$ cat config.mk
export PLATFORM = sky130hd
export DESIGN_NAME = round_robin_ready_list_unit
export DESIGN_NICKNAME = d
export VERILOG_FILES = /design/src/hw/rtl/rrrl_pkg.sv /design/src/hw/rtl/round_robin_ready_list_unit.sv
export SDC_FILE = /design/constraint.sdc
export NUM_CORES = 1
export LEC_CHECK = 0
export BUFFER_PORTS_ARGS = -buffer_cell sky130_fd_sc_hd__buf_2
export CORE_MARGIN = 8
export CORE_UTILIZATION = 60
export CTS_BUF_LIST = sky130_fd_sc_hd__clkbuf_16
export DETAILED_ROUTE_END_ITERATION = 10
export PLACE_DENSITY = 0.89
export RECOVER_POWER = 50
export SYNTH_ARGS = -nofsm -noshare
export SYNTH_HDL_FRONTEND = slang
export SYNTH_SLANG_ARGS = --single-unit
$ cat constraint.sdc
create_clock -name clk -period 3.58 [get_ports clk]
set_input_delay 0.537 -clock clk [delete_from_list [all_inputs] [get_ports clk]]
set_output_delay 0.537 -clock clk [all_outputs]
set_load 0.005 [all_outputs]
$ cat src/hw/rtl/rrrl_pkg.sv
package rrrl_pkg;

    // Width of the task number field on the input side.
    localparam int TASK_ID_W = 8;

    // Width of the opcode and status fields.
    localparam int OPCODE_W = 2;
    localparam int STATUS_W = 3;

    // Operation codes carried with each input transfer.
    typedef enum logic [OPCODE_W-1:0] {
        OP_ADD    = 2'd0,
        OP_REMOVE = 2'd1,
        OP_NEXT   = 2'd2,
        OP_NONE   = 2'd3
    } opcode_t;

    // Status codes returned with each result transfer.
    typedef enum logic [STATUS_W-1:0] {
        ST_OK      = 3'd0,
        ST_RANGE   = 3'd1,
        ST_PRESENT = 3'd2,
        ST_EMPTY   = 3'd3,
        ST_ABSENT  = 3'd4
    } status_t;

endpackage

$ cat src/hw/rtl/round_robin_ready_list_unit.sv
// Channel | Direction | tdata (lowest bit up)               | tuser
// s_      | in        | task_id[7:0]                        | opcode[1:0]
// m_      | out       | next_task[NW-1:0], status[2:0], pad | none
//
// One item is in work at a time; s_tready is high only while the sequencer is idle.
// Remove can run longest, as its time is set by the predecessor
// scan through the single read port of the successor table.
// Reset clears the valid bits and the tail at once; no clearing pass is needed.
// A finished result waits in the output register while the next item is accepted.
module round_robin_ready_list_unit #(
    parameter int MAX_TASKS = 16,
    localparam int NW = $clog2(MAX_TASKS + 1),
    localparam int AW = (MAX_TASKS > 1) ? $clog2(MAX_TASKS) : 1,
    localparam int OUT_W = ((NW + rrrl_pkg::STATUS_W + 7) / 8) * 8
) (
    input  logic                          clk,
    input  logic                          rst_n,
    // Input stream.
    input  logic                          s_tvalid,
    output logic                          s_tready,
    input  logic [rrrl_pkg::TASK_ID_W-1:0] s_tdata,  // task_id
    input  logic [rrrl_pkg::OPCODE_W-1:0]  s_tuser,  // opcode
    // Output stream.
    output logic                          m_tvalid,
    input  logic                          m_tready,
    output logic [OUT_W-1:0]              m_tdata    // next_task, status, zero pad
);

    localparam logic [NW-1:0] NONE = NW'(MAX_TASKS);
    localparam logic [AW-1:0] LAST_IDX = AW'(MAX_TASKS - 1);
    localparam int PAD_W = OUT_W - NW - rrrl_pkg::STATUS_W;

    typedef enum logic [10:0] {
        S_IDLE     = 11'b000_0000_0001,
        S_DECODE   = 11'b000_0000_0010,
        S_NEXT_RD  = 11'b000_0000_0100,
        S_ADD_CHK  = 11'b000_0000_1000,
        S_ADD_LINK = 11'b000_0001_0000,
        S_ADD_TAIL = 11'b000_0010_0000,
        S_REM_CHK  = 11'b000_0100_0000,
        S_REM_SOLE = 11'b000_1000_0000,
        S_SCAN     = 11'b001_0000_0000,
        S_REM_CLR  = 11'b010_0000_0000,
        S_DONE     = 11'b100_0000_0000
    } state_t;

    state_t                         state_reg, state_next;
    rrrl_pkg::opcode_t              op_reg, op_next;
    logic [rrrl_pkg::TASK_ID_W-1:0] id_reg, id_next;
    logic [NW-1:0]                  tail_reg, tail_next;
    logic [NW-1:0]                  link_reg, link_next;
    logic [AW-1:0]                  idx_reg, idx_next;
    rrrl_pkg::status_t              res_status_reg, res_status_next;
    logic [NW-1:0]                  res_task_reg, res_task_next;
    logic                           m_valid_reg, m_valid_next;
    rrrl_pkg::status_t              out_status_reg;
    logic [NW-1:0]                  out_task_reg;
    logic                           out_load;

    // Successor table, its valid bits and the registered read port.
    logic [NW-1:0]                  succ_mem [MAX_TASKS];
    logic [MAX_TASKS-1:0]           valid_reg;
    logic [NW-1:0]                  rd_data_reg;
    logic                           rd_vld_reg;
    logic [AW-1:0]                  rd_addr;
    logic                           wr_en;
    logic [AW-1:0]                  wr_addr;
    logic [NW-1:0]                  wr_data;
    logic [NW-1:0]                  entry;

    // Derived views of the held item.
    logic                           id_out_of_range;
    logic [AW-1:0]                  id_addr;
    logic [NW-1:0]                  id_ent;
    logic [AW-1:0]                  tail_addr;
    logic                           tail_empty;

    assign id_out_of_range = ({1'b0, id_reg} >= (rrrl_pkg::TASK_ID_W + 1)'(MAX_TASKS));
    assign id_addr         = AW'(id_reg);
    assign id_ent          = NW'(id_addr);
    assign tail_addr       = tail_reg[AW-1:0];
    assign tail_empty      = (tail_reg == NONE);
    assign entry           = rd_vld_reg ? rd_data_reg : NONE;

    // Table storage: one write and one registered read per cycle.
    always_ff @(posedge clk)
    begin
        if (wr_en)
        begin
            succ_mem[wr_addr] <= wr_data;
        end
        rd_data_reg <= succ_mem[rd_addr];
    end

    // Valid bits make an entry that was never written read as none.
    always_ff @(posedge clk or negedge rst_n)
    begin
        if (!rst_n)
        begin
            valid_reg  <= '0;
            rd_vld_reg <= 1'b0;
        end
        else
        begin
            if (wr_en)
            begin
                valid_reg[wr_addr] <= 1'b1;
            end
            rd_vld_reg <= valid_reg[rd_addr];
        end
    end

    // Sequencer.
    always_comb
    begin
        state_next      = state_reg;
        op_next         = op_reg;
        id_next         = id_reg;
        tail_next       = tail_reg;
        link_next       = link_reg;
        idx_next        = idx_reg;
        res_status_next = res_status_reg;
        res_task_next   = res_task_reg;
        rd_addr         = '0;
        wr_en           = 1'b0;
        wr_addr         = id_addr;
        wr_data         = NONE;
        out_load        = 1'b0;

        case (state_reg)
            S_IDLE:
            begin
                if (s_tvalid)
                begin
                    op_next    = rrrl_pkg::opcode_t'(s_tuser);
                    id_next    = s_tdata;
                    state_next = S_DECODE;
                end
            end

            S_DECODE:
            begin
                res_task_next   = NONE;
                res_status_next = rrrl_pkg::ST_OK;
                state_next      = S_DONE;
                case (op_reg)
                    rrrl_pkg::OP_ADD:
                    begin
                        if (id_out_of_range)
                        begin
                            res_status_next = rrrl_pkg::ST_RANGE;
                        end
                        else if (tail_empty)
                        begin
                            // First task links to itself.
                            wr_en     = 1'b1;
                            wr_addr   = id_addr;
                            wr_data   = id_ent;
                            tail_next = id_ent;
                        end
                        else
                        begin
                            rd_addr    = id_addr;
                            state_next = S_ADD_CHK;
                        end
                    end
                    rrrl_pkg::OP_REMOVE:
                    begin
                        if (id_out_of_range)
                        begin
                            res_status_next = rrrl_pkg::ST_RANGE;
                        end
                        else if (tail_empty)
                        begin
                            res_status_next = rrrl_pkg::ST_EMPTY;
                        end
                        else
                        begin
                            rd_addr    = id_addr;
                            state_next = S_REM_CHK;
                        end
                    end
                    rrrl_pkg::OP_NEXT:
                    begin
                        if (tail_empty)
                        begin
                            res_status_next = rrrl_pkg::ST_EMPTY;
                        end
                        else
                        begin
                            rd_addr    = tail_addr;
                            state_next = S_NEXT_RD;
                        end
                    end
                    default:
                    begin
                        res_status_next = rrrl_pkg::ST_OK;
                    end
                endcase
            end

            S_NEXT_RD:
            begin
                tail_next     = entry;
                res_task_next = entry;
                state_next    = S_DONE;
            end

            S_ADD_CHK:
            begin
                if (entry != NONE)
                begin
                    res_status_next = rrrl_pkg::ST_PRESENT;
                    state_next      = S_DONE;
                end
                else
                begin
                    rd_addr    = tail_addr;
                    state_next = S_ADD_LINK;
                end
            end

            S_ADD_LINK:
            begin
                // New task inherits the tail's successor.
                wr_en      = 1'b1;
                wr_addr    = id_addr;
                wr_data    = entry;
                state_next = S_ADD_TAIL;
            end

            S_ADD_TAIL:
            begin
                wr_en      = 1'b1;
                wr_addr    = tail_addr;
                wr_data    = id_ent;
                tail_next  = id_ent;
                state_next = S_DONE;
            end

            S_REM_CHK:
            begin
                if (entry == NONE)
                begin
                    res_status_next = rrrl_pkg::ST_ABSENT;
                    state_next      = S_DONE;
                end
                else
                begin
                    link_next  = entry;
                    rd_addr    = tail_addr;
                    state_next = S_REM_SOLE;
                end
            end

            S_REM_SOLE:
            begin
                if (entry == tail_reg)
                begin
                    // Sole task: the list becomes empty.
                    wr_en      = 1'b1;
                    wr_addr    = tail_addr;
                    wr_data    = NONE;
                    tail_next  = NONE;
                    state_next = S_DONE;
                end
                else
                begin
                    idx_next   = '0;
                    rd_addr    = '0;
                    state_next = S_SCAN;
                end
            end

            S_SCAN:
            begin
                // Entry idx is on the read port; the next entry is fetched meanwhile.
                rd_addr = idx_reg + AW'(1);
                if (entry == id_ent)
                begin
                    wr_en      = 1'b1;
                    wr_addr    = idx_reg;
                    wr_data    = link_reg;
                    state_next = S_REM_CLR;
                end
                else if (idx_reg == LAST_IDX)
                begin
                    state_next = S_DONE;
                end
                else
                begin
                    idx_next = idx_reg + AW'(1);
                end
            end

            S_REM_CLR:
            begin
                wr_en   = 1'b1;
                wr_addr = id_addr;
                wr_data = NONE;
                if (tail_reg == id_ent)
                begin
                    tail_next = NW'(idx_reg);
                end
                state_next = S_DONE;
            end

            S_DONE:
            begin
                if (!m_valid_reg || m_tready)
                begin
                    out_load   = 1'b1;
                    state_next = S_IDLE;
                end
            end

            default:
            begin
                state_next = S_IDLE;
            end
        endcase
    end

    // Output register: a new result loads once the previous transfer has gone.
    always_comb
    begin
        m_valid_next = m_valid_reg && !m_tready;
        if (out_load)
        begin
            m_valid_next = 1'b1;
        end
    end

    // Control state.
    always_ff @(posedge clk or negedge rst_n)
    begin
        if (!rst_n)
        begin
            state_reg   <= S_IDLE;
            tail_reg    <= NONE;
            m_valid_reg <= 1'b0;
        end
        else
        begin
            state_reg   <= state_next;
            tail_reg    <= tail_next;
            m_valid_reg <= m_valid_next;
        end
    end

    // Payload registers.
    always_ff @(posedge clk)
    begin
        op_reg         <= op_next;
        id_reg         <= id_next;
        link_reg       <= link_next;
        idx_reg        <= idx_next;
        res_status_reg <= res_status_next;
        res_task_reg   <= res_task_next;
        if (out_load)
        begin
            out_status_reg <= res_status_reg;
            out_task_reg   <= res_task_reg;
        end
    end

    assign s_tready = (state_reg == S_IDLE);
    assign m_tvalid = m_valid_reg;
    assign m_tdata  = {{PAD_W{1'b0}}, out_status_reg, out_task_reg};

`ifndef SYNTHESIS
    a_state_onehot : assert property (@(posedge clk) disable iff (!rst_n)
        $onehot(state_reg))
        else $error("sequencer state is not one-hot");

    a_tail_range : assert property (@(posedge clk) disable iff (!rst_n)
        tail_reg <= NONE)
        else $error("tail pointer beyond the task range");

    a_tail_written : assert property (@(posedge clk) disable iff (!rst_n)
        !tail_empty |-> valid_reg[tail_addr])
        else $error("tail points at a table entry never written");

    a_accept_decode : assert property (@(posedge clk) disable iff (!rst_n)
        (s_tvalid && s_tready) |=> (state_reg == S_DECODE))
        else $error("accepted transfer did not start decoding");

    a_load_free : assert property (@(posedge clk) disable iff (!rst_n)
        out_load |-> (!m_valid_reg || m_tready))
        else $error("result loaded over an untaken transfer");
`endif

endmodule

== After elaboration in Yosys (flattened, before gate mapping) ==
Memories as Yosys holds them, arrays and structs flattened. A register that Yosys moved wholly into a read port is not among the register bits.
Cells that the tools add are included.

* Bits in writable memories: 80
* Logic and storage cells: 136
* Output and inout port bits: 10
* Input port bits: 14
* Memories: 1
* Bits in registers: 69

* Add/sub/neg operators: 1
* Reductions and logical operators: 19
* Order comparisons: 4
* Bitwise gates (word level): 2
* Equality and inequality tests: 33
* Muxes and demuxes: 63

{| class="wikitable"
|+ Memory list
! memory !! words !! width !! rd ports !! clocked after Yosys merged registers in !! wr ports !! line !! source
|-
| succ_mem || 16 || 5 || 1 || 1 || 1 || round_robin_ready_list_unit.sv:61 || <nowiki>logic [NW-1:0] succ_mem [MAX_TASKS];</nowiki>
|}

{| class="wikitable"
|+ Operators by type and width
! cell !! number
|-
| two-way mux 11 bit || 12
|-
| one-hot mux 11 bit (9 select lines) || 1
|-
| two-way mux 5 bit || 10
|-
| two-way mux 4 bit || 10
|-
| one-hot mux 11 bit (3 select lines) || 1
|-
| one-hot mux 5 bit (5 select lines) || 1
|-
| inequality test 2 bit (second input constant) || 11
|-
| one-hot mux 5 bit (4 select lines) || 1
|-
| one-hot mux 3 bit (3 select lines) || 2
|-
| bitwise OR 16 bit || 1
|-
| one-hot mux 4 bit (2 select lines) || 2
|-
| one-hot mux 4 bit (4 select lines) || 1
|-
| two-way mux 1 bit || 13
|-
| one-hot mux 4 bit (3 select lines) || 1
|-
| equality test 11 x 1 -> 1 bit (second input constant) || 1
|-
| equality test 11 x 10 -> 1 bit (second input constant) || 1
|-
| equality test 11 bit (second input constant) || 1
|-
| equality test 11 x 2 -> 1 bit (second input constant) || 1
|-
| equality test 11 x 3 -> 1 bit (second input constant) || 1
|-
| equality test 11 x 4 -> 1 bit (second input constant) || 1
|-
| equality test 11 x 5 -> 1 bit (second input constant) || 1
|-
| equality test 11 x 6 -> 1 bit (second input constant) || 1
|-
| equality test 11 x 7 -> 1 bit (second input constant) || 1
|-
| equality test 11 x 8 -> 1 bit (second input constant) || 1
|-
| 34 further kinds || 45
|}

== Depth between registers and ports, before layout ==
Gate-level depths: netlist (run 1).

* Depth after elaboration: 9
* Gate-level depth with buffers: 11
* Gate-level depth less buffers: 9

== Least setup slack after synthesis (run 1) ==
OpenSTA, ideal clock, no wires.

* Kind: flip-flop to flip-flop
* From: register state_reg[2]
* To: memory succ_mem[2][0] in the netlist's numbering (enable)
* Data arrival time: 2.466 ns
* Cell stages (with the launch flop): 9
* Path buffers: 1
* Data required time: 3.262 ns
* Slack: 0.797 ns
* Library setup time: 0.318 ns
* Period minus slack after synthesis: 2.783 ns
* Cell sequence: dfrtp_1 nor4_4 nand3_2 buf_4 o31ai_4 o2bb2ai_1 a221o_1 or2_1 and3b_1

* Cells in the longest elaborated chain, start to end: 5
* Elaborated cells on any way between the ends: 11
* Those cells by class: 6 x eq/ne; 4 x mux; 1 x reduce/logical

{| class="wikitable"
|+ RTL lines
! item !! line !! source
|-
| start: declaration || round_robin_ready_list_unit.sv:47 || <nowiki>state_t state_reg, state_next;</nowiki>
|-
| start signal: assignment || round_robin_ready_list_unit.sv:345 || <nowiki>state_reg <= state_next;</nowiki>
|-
| equality test 11 x 10 -> 1 bit, or another cell as far along || round_robin_ready_list_unit.sv:130 || <nowiki>case (state_reg)</nowiki>
|-
| OR reduction 3 bit (no source line) || n/a ||
|-
| one-hot mux 1 bit (4 select lines) || round_robin_ready_list_unit.sv:130 ||
|-
| two-way mux 1 bit || round_robin_ready_list_unit.sv:88 || <nowiki>if (wr_en)</nowiki>
|-
| two-way mux 1 bit (not written as such) || round_robin_ready_list_unit.sv:90 || <nowiki>succ_mem[wr_addr] <= wr_data;</nowiki>
|-
| end: declaration || round_robin_ready_list_unit.sv:61 ||
|}

Parallel ways exist; a longest one is shown, timed or not.

== Worst setup path in the final report (run 1) ==
* From: register rd_vld_reg
* To: memory succ_mem[5][1] in the netlist's numbering (enable)

* Cells in the longest elaborated chain, start to end: 6
* Elaborated cells on any way between the ends: 11
* Those cells by class: 2 x eq/ne; 9 x mux

{| class="wikitable"
|+ RTL lines
! item !! line !! source
|-
| start: declaration || round_robin_ready_list_unit.sv:64 || <nowiki>logic rd_vld_reg;</nowiki>
|-
| start signal: assignment || round_robin_ready_list_unit.sv:109 || <nowiki>rd_vld_reg <= valid_reg[rd_addr];</nowiki>
|-
| two-way mux 5 bit * || round_robin_ready_list_unit.sv:83 || <nowiki>assign entry = rd_vld_reg ? rd_data_reg : NONE;</nowiki>
|-
| equality test 5 x 4 -> 1 bit or equality test 5 bit (tied branches) || round_robin_ready_list_unit.sv:279, round_robin_ready_list_unit.sv:258 ||
|-
| two-way mux 1 bit (on tied branches) || round_robin_ready_list_unit.sv:279, round_robin_ready_list_unit.sv:258 ||
|-
| one-hot mux 1 bit (4 select lines) || round_robin_ready_list_unit.sv:130 ||
|-
| two-way mux 1 bit || round_robin_ready_list_unit.sv:88 ||
|-
| two-way mux 1 bit (not written as such) || round_robin_ready_list_unit.sv:90 ||
|}

Every way passes the cells marked *; elsewhere a longest branch is shown, timed or not.

==> metrics.md, run 1 <==
| Metric | Value |
|---|---|
| Final Skew | 0.00806 ns |
| Mapped Area | 6920 um^2 |
| Die H | 123 um |
| Synth warnings | 0 |
| Core area | 11300 um^2 |
| Final setup margin | 0.176 ns |
| Final-report setup violation count | 0 |
| Global-route wire length before repair | 26200 um |
| Switching Share | 24.9% |
| Max rail drop VDD | 0.488 mV |
| Leak pwr | roughly 3.4 nW |
| Clock power share | 40.7% |
| Max reg flops | 80 |
| # resized after CTS | 0 |
| I/O pins | 24 |
| Synth top area share | 49.9% |
| Hold_buf cts | 0 |
| MaxCap Viol Count | 1 |
| Setup TNS | 0 ns |
| N_diodes | 0 |
| H-tree levels | 4 |
| Number of remaining DRC errors | 0 |
| Min cycle time layout | 3.40 ns |
| Clock Tree Buf Depth | 2 |
| Cell taking the most area after synthesis | edfxtp_1 |
| Synth area leaders | edfxtp_1 (50%), dfrtp_1 (12%), mux2i_1 (7.1%) |
| Ys flop type | edfxtp_1 |
| Critical path's slowest cell | nor2_1 |
| Pwr/cell area | roughly 560 nW/um^2 |
| Crit Path Class | flip-flop to flip-flop |
| Slew headroom | -43.9% |
| Setup bufs post-CTS | 0 |
| Fillcell total | ~830 |
| Period utilization | a little over nine tenths |
| Worst Path Required | 3.64 ns |
| Vias in the first global route | 4771 |
| Antenna-violating nets left | 0 |
| GRT Resource Usage Total | 23.4% |
| IO Port Bufs | 23 |
| Internal power | 3.27 mW |
| Global route overflow | 0 |
| WP data arrival | 3.46 ns |
| Commonest non-fill, non-tap cell in the layout | edfxtp_1 |
| Cell Chain, Critical Path | or4b_1 -> o22ai_1 -> o221ai_1 -> o21ai_1 -> a221oi_2 -> buf_4 -> nand4b_1 -> nor2_1 |
| Sw Pwr | approximately 1.1 mW |
| Seq pwr share | 48.9% |
| Initial antenna violation count | 0 |
| Router iterations before antenna repair | 5 |
| Failing checks | capacitance limit, slew limit |
| DP Worst Slack | 0.255 ns |
| Post-synth cell types | 69 |
| Worst-path clk slew | 0.06 ns |
| Synth Register Bits | 154 |
| Cells after Synth | around 520 |
| Layout cell share with drive strength beyond 1 | 13.6% |
| FP Rows | 39 |
| Die footprint | 15200 um^2 |
| Area growth syn-to-layout | 13.3% |
| Synth Net Count | 537 |
| Worst Tran Pin Value | 2.16 ns |
| Endpoints failing hold | 0 |
| Worst hold path type | input pin to flip-flop |
| Worst-Skew Late Latency | about 0.42 ns |
| Number of synthesized flops with an enable pin | approximately 120 |
| Gate power share | a little over a tenth |
| Async S/R FF share, synth | 22.1% |
| RSZ-0062 raised after global routing | no |
| Final instance area | 7850 um^2 |
| CP Buf/Inv Count | 1 |
| Status | complete, but fails checks |
| CTS sink count | 154 |
| Fmax | a little under 300 MHz |
| Initial Utilization | 61.2% |
| Slowest stage delay, CP | 0.57 ns |
| Dpl hpwl | 12000 um |
| Critical Path Start Type | flip-flop |
| Total power | around 4.4 mW |
| Vias per cell | 6.53 |
| Crit. End Element | flip-flop |
| CTS tree | done |
| Most frequent cells in the layout | edfxtp_1 (115), mux2i_1 (49), nor2_1 (48) |
| Routed WL | 16900 um |
| DP Area | 7310 um^2 |
| Die Width | approximately 120 um |
| Vias | 4736 |
| CP Max Fanout | 12 |
| CP delay by family, top | simple AND/OR/NAND/NOR gates |
| TritonCTS Buffers | 17 |
| RePlAce Congestion | 1.09 |
| Slew Limit Fails | 35 |
| Largest net degree at the start of global routing | slightly below 50 |
| Root buf cell | clkbuf_16 |
| Detailed Route Iter0 Violations | roughly 500 |
| NumNets Final | 584 |
| Drt wl/cell | 23.3 um |
| Synth Area per Inst | roughly 13 um^2 |
| Final core occ | approximately 69% |
| Sequential share of the synthesized area | 63.6% |
[per-layer routing]
metal,wire [um],vias to the layer above,global-route usage (%),share of wire [%]
met2,8010,257,36.3,47
met4,672,0,13.3,4.0
met1,6860,2296,29.5,41
met3,1370,66,5.80,8.1
li1,-,2117,-,-
met5,0,-,0,0
[Yosys cell counts, types with 2 or more instances]
library cell	instances
nand4_1	15
edfxtp_1	115
a221o_1	6
a211oi_1	2
o21ai_0	9
nand3_1	12
or4_1	5
a31oi_1	2
or2_1	12
a211o_1	2
xnor2_1	9
o32ai_1	2
buf_2	5
nand2b_1	7
a21o_1	2
nor3_2	2
buf_4	6
o21bai_1	6
nor2_1	48
dfxtp_1	5
o2bb2ai_1	2
buf_6	2
o21a_1	2
and3b_1	3
inv_1	12
nor3_1	10
nor3b_1	3
nand2_1	28
nand4b_1	2
dfrtp_1	32
dfstp_2	2
o211ai_1	4
nor4_1	7
a221oi_1	4
a21oi_1	7
and2_1	3
xor2_1	5
mux2i_1	49
nor4b_1	2
o21ai_1	3
nor2b_1	5
o22ai_1	26
nor4_4	2
clkbuf_1	10
[layout make-up]
| class | count | area [um^2] | share of cell area (%) |
|---|---|---|---|
| Inverter | 13 | 48.8 | 0.622 |
| Timing Repair Buffer | 51 | 294 | 3.75 |
| Clock buffer | 17 | 425 | 5.42 |
| Multi-Input combinational cell | 332 | 2330 | 29.7 |
| Sequential cell | 154 | 4410 | 56.2 |
| Clock inverter | 15 | 160 | 2.04 |
| Tap cell | 143 | 179 | 2.28 |
[through the flow]
step / std cells / hold slack, ns
after global placement: 693 / 0.401
after global routing: 725 / 0.276
after floorplan: 522 / 0.241
after CTS: 725 / 0.266
final: 725 / 0.291
after detailed placement: 693 / 0.408
[final timing paths]
check                                  start                 to  slack [ns]  cells after the start
setup / recovery                  rd_vld_reg     succ_mem[5][1]        0.18                      8
hold / removal                    s_tuser[0]          op_reg[0]        0.29                      1
setup reg to reg                  rd_vld_reg     succ_mem[5][1]        0.18                      8
hold reg to reg            res_status_reg[1]  out_status_reg[1]        0.42                      0
max in group asynchronous              rst_n       state_reg[9]        1.60                      1
min in group asynchronous              rst_n      valid_reg[13]        0.75                      1
[kinds of logic (layout without fill, tap and decap cells)]
family | Yosys count | in the layout | synth area share (%)
multiplexers | 50 | 50 | 7.25
AO/OA/AOI/OAI | 94 | 94 | 10.6
flip-flops | 154 | 154 | 63.6
XOR/XNOR | 14 | 14 | 1.77
AND/OR/NAND/NOR | 173 | 173 | 14.0
adder cells (fa/ha/maj) | 1 | 1 | 0.181
buffers and inverters | 36 | 96 | 2.58
[worst register-to-register path, stage by stage (launching register included)]
cell      delay [ns]
dfrtp_1         0.55
or4b_1          0.48
o22ai_1         0.22
o221ai_1        0.20
o21ai_1         0.37
a221oi_2        0.11
buf_4           0.18
nand4b_1        0.36
nor2_1          0.57
[power groups by stage]
stage	registers, mW	clock network [mW]	logic [mW]
after floorplan	2.08	0	0.361
after global placement	2.16	0	0.444
after detailed placement	2.16	0	0.451
after CTS	2.12	1.79	0.454
after global routing	2.14	1.87	0.492
final	2.13	1.77	0.452
(Power assumes the default switching activity.)
==> run 2, diff against run 1 <==
Settings changed: BUFFER_PORTS_ARGS -buffer_cell sky130_fd_sc_hd__buf_2 to -buffer_cell sky130_fd_sc_hd__buf_4, CELL_PAD_IN_SITES_DETAIL_PLACEMENT set to 0, CELL_PAD_IN_SITES_GLOBAL_PLACEMENT set to 1, CORE_UTILIZATION 60 to 51, PLACE_DENSITY 0.89 to 0.91.
==> run 2 against run 1 <==
  * The flow still finishes with violations (capacitance limit, slew limit)
  * Flip-flop and latch count stayed put
  * Sequential power hardly changed
  * Via count is 2.8% lower
  * Cell area is 1.1% higher
  * Sequential share of layout area is 0.59 points lower
  * Wire length is 3.4% lower
  * Clock-buffer cell count stayed put
  * Cell count is 5.0% higher
  * Global-route usage is 4.5 points lower
  * Clock skew is 0.0014 ns higher
  * Clock power is 2% lower
  * Largest cell class unchanged
  * Largest power group unchanged
==> metrics.md, run 2 (same netlist as run 1, synthesis figures left out) <==
| Metric | Value |
|---|---|
| GRT Resource Usage Total | a little under a fifth |
| RSZ-0062 raised after global routing | no |
| Worst hold path type | input pin to flip-flop |
| R2r setup slk | 0.20 ns |
| Worst r2r dst | succ_mem[8][2] |
| Root buf cell | clkbuf_16 |
| CTS tree | done |
| Min cycle time layout | 3.38 ns |
| Slew headroom | -37.7% |
| Routed WL | between 15000 and 20000 um |
| Hold path startpoint | s_tdata[2] |
| Core area | 13200 um^2 |
| Vias in the first global route | 4659 |
| Most frequent cells in the layout | edfxtp_1 (115), mux2i_1 (49), nor2_1 (48) |
| IO Port Bufs | 23 |
| Drt wl/cell | 21.5 um |
| Worst Path Required | 3.65 ns |
| Hold_buf cts | 0 |
| R2r startpoint | rd_vld_reg |
| Area growth syn-to-layout | 14.5% |
| FP Rows | 42 |
| TritonCTS Buffers | 17 |
| N_diodes | 0 |
| Endpoints failing hold | 0 |
| Commonest non-fill, non-tap cell in the layout | edfxtp_1 |
| Die H | 133 um |
| Fillcell total | ~1000 |
| Final Skew | between 0.009 and 0.01 ns |
| Router iterations before antenna repair | 5 |
| Slowest stage delay, CP | 0.54 ns |
| Max reg flops | 80 |
| Final-report setup violation count | 0 |
| Period utilization | 94.5% |
| Setup TNS | 0 ns |
| Critical path's slowest cell | dfrtp_1 |
| Worst r2r path cells | 7 |
| Global route overflow | 0 |
| Max rail drop VDD | roughly 0.37 mV |
| Fmax | 295 MHz |
| Setup bufs post-CTS | 0 |
| Slew Limit Fails | 35 |
| MaxCap Viol Count | 1 |
| Die footprint | 17600 um^2 |
| Hold EP | id_reg[2] |
| Placed cells | 730 |
| Vias | approximately 4600 |
| WP data arrival | 3.45 ns |
| # resized after CTS | 0 |
| Number of remaining DRC errors | 0 |
| Critical Path Start Type | flip-flop |
| Failing checks | capacitance limit, slew limit |
| Antenna-violating nets left | 0 |
| Dpl hpwl | 11900 um |
| Global-route wire length before repair | 25500 um |
| CP most frequent cell | nor2_1 |
| Total power | between 4 and 5 mW |
| Status | complete, but fails checks |
| Die Width | 133 um |
| Clock Tree Buf Depth | 2 |
| H-tree levels | 4 |
| Detailed Route Iter0 Violations | slightly below 500 |
| Worst-Skew Late Latency | 0.42 ns |
| Vias per cell | 6.05 |
| Cell Chain, Critical Path | or4b_1 -> o22ai_1 -> o221a_1 -> nor2_1 -> a221oi_2 -> nand4_1 -> nor2_1 |
| Initial antenna violation count | 0 |
| Worst-path clk slew | 0.06 ns |
| CP Max Fanout | 12 |
| Leak pwr | about 3.4 nW |
| DP Area | 7440 um^2 |
| Crit Path Class | flip-flop to flip-flop |
| Initial Utilization | between 50 and 60% |
| Final instance area | 7930 um^2 |
| I/O pins | 24 |
| Non-filler cells, final | 761 |
| CTS sink count | 154 |
| Crit. End Element | flip-flop |
| Worst Tran Pin Value | 2.07 ns |
| WHS Path Cells | 1 |
| Pwr/cell area | 545 nW/um^2 |
| Largest net degree at the start of global routing | 44 |
| NumNets Final | 588 |
| Layout cell share with drive strength beyond 1 | 14.4% |
| RePlAce Congestion | roughly 0.95 |
run 2: cell count changes in the layout (fill, tap and decap cells not counted), sizes merged:
| cell | previous run | this run |
|---|---|---|
| clkinvlp | 0 | 2 |
| clkbuf | 33 | 50 |
| bufinv | 3 | 2 |
| inv | 18 | 17 |
| clkinv | 7 | 6 |
| buf | 35 | 22 |
run 2: worst max path at each step:
stage / from / end / slack [ns] / cells past startpoint
2_1_floorplan: state_reg[2] / succ_mem[2][0] / 0.80 / 8
3_3_place_gp: state_reg[9] / succ_mem[7][0] / 0.41 / 9
3_5_place_dp: rd_vld_reg / succ_mem[8][2] / 0.29 / 7
4_1_cts: rd_vld_reg / succ_mem[8][1] / 0.27 / 7
5_1_grt: rd_vld_reg / succ_mem[4][0] / 0.02 / 7
6_report: rd_vld_reg / succ_mem[8][2] / 0.20 / 7
run 2: power breakdown:
group	total, mW	internal (mW)	switching, mW
combinational	0.462	0.183	0.279
sequential	2.13	2.01	0.116
clock	1.73	1.02	0.710
run 2: cell type report:
class	count	area, um^2	share of cell area [%]
clock inverter	14	148	1.86
inverter	13	48.8	0.615
tap	176	220	2.78
clock buffer	17	425	5.36
sequential	154	4410	55.6
multi-input combinational	332	2320	29.2
timing repair buffer	55	364	4.59
run 2: routing by layer:
layer | up-vias | global-route usage [%] | wire, um | share of wire, %
met5 | - | 0 | 0 | 0
met4 | 0 | 10.9 | 554 | 3.4
met2 | 205 | 30.2 | 7820 | 48
met3 | 48 | 4.77 | 1060 | 6.5
li1 | 2118 | - | - | -
met1 | 2232 | 22.9 | 6900 | 42
run 2: through the flow:
stage | hold slack, ns | worst slack (ns) | util [%]
after floorplan | 0.241 | 0.797 | -
after global placement | 0.404 | 0.406 | 56.2
after detailed placement | 0.405 | 0.285 | 56.2
after CTS | 0.0805 | 0.273 | 60.5
after global routing | 0.294 | 0.0174 | 59.9
final | 0.313 | 0.195 | 59.9
run 2: critical path, delay by kind of cell, from the launching register on:
kind,cells,cell delay [ns]
AOI/OAI and AO/OA,3,0.99
and+or+nand+nor,4,1.49
DFF,1,0.54
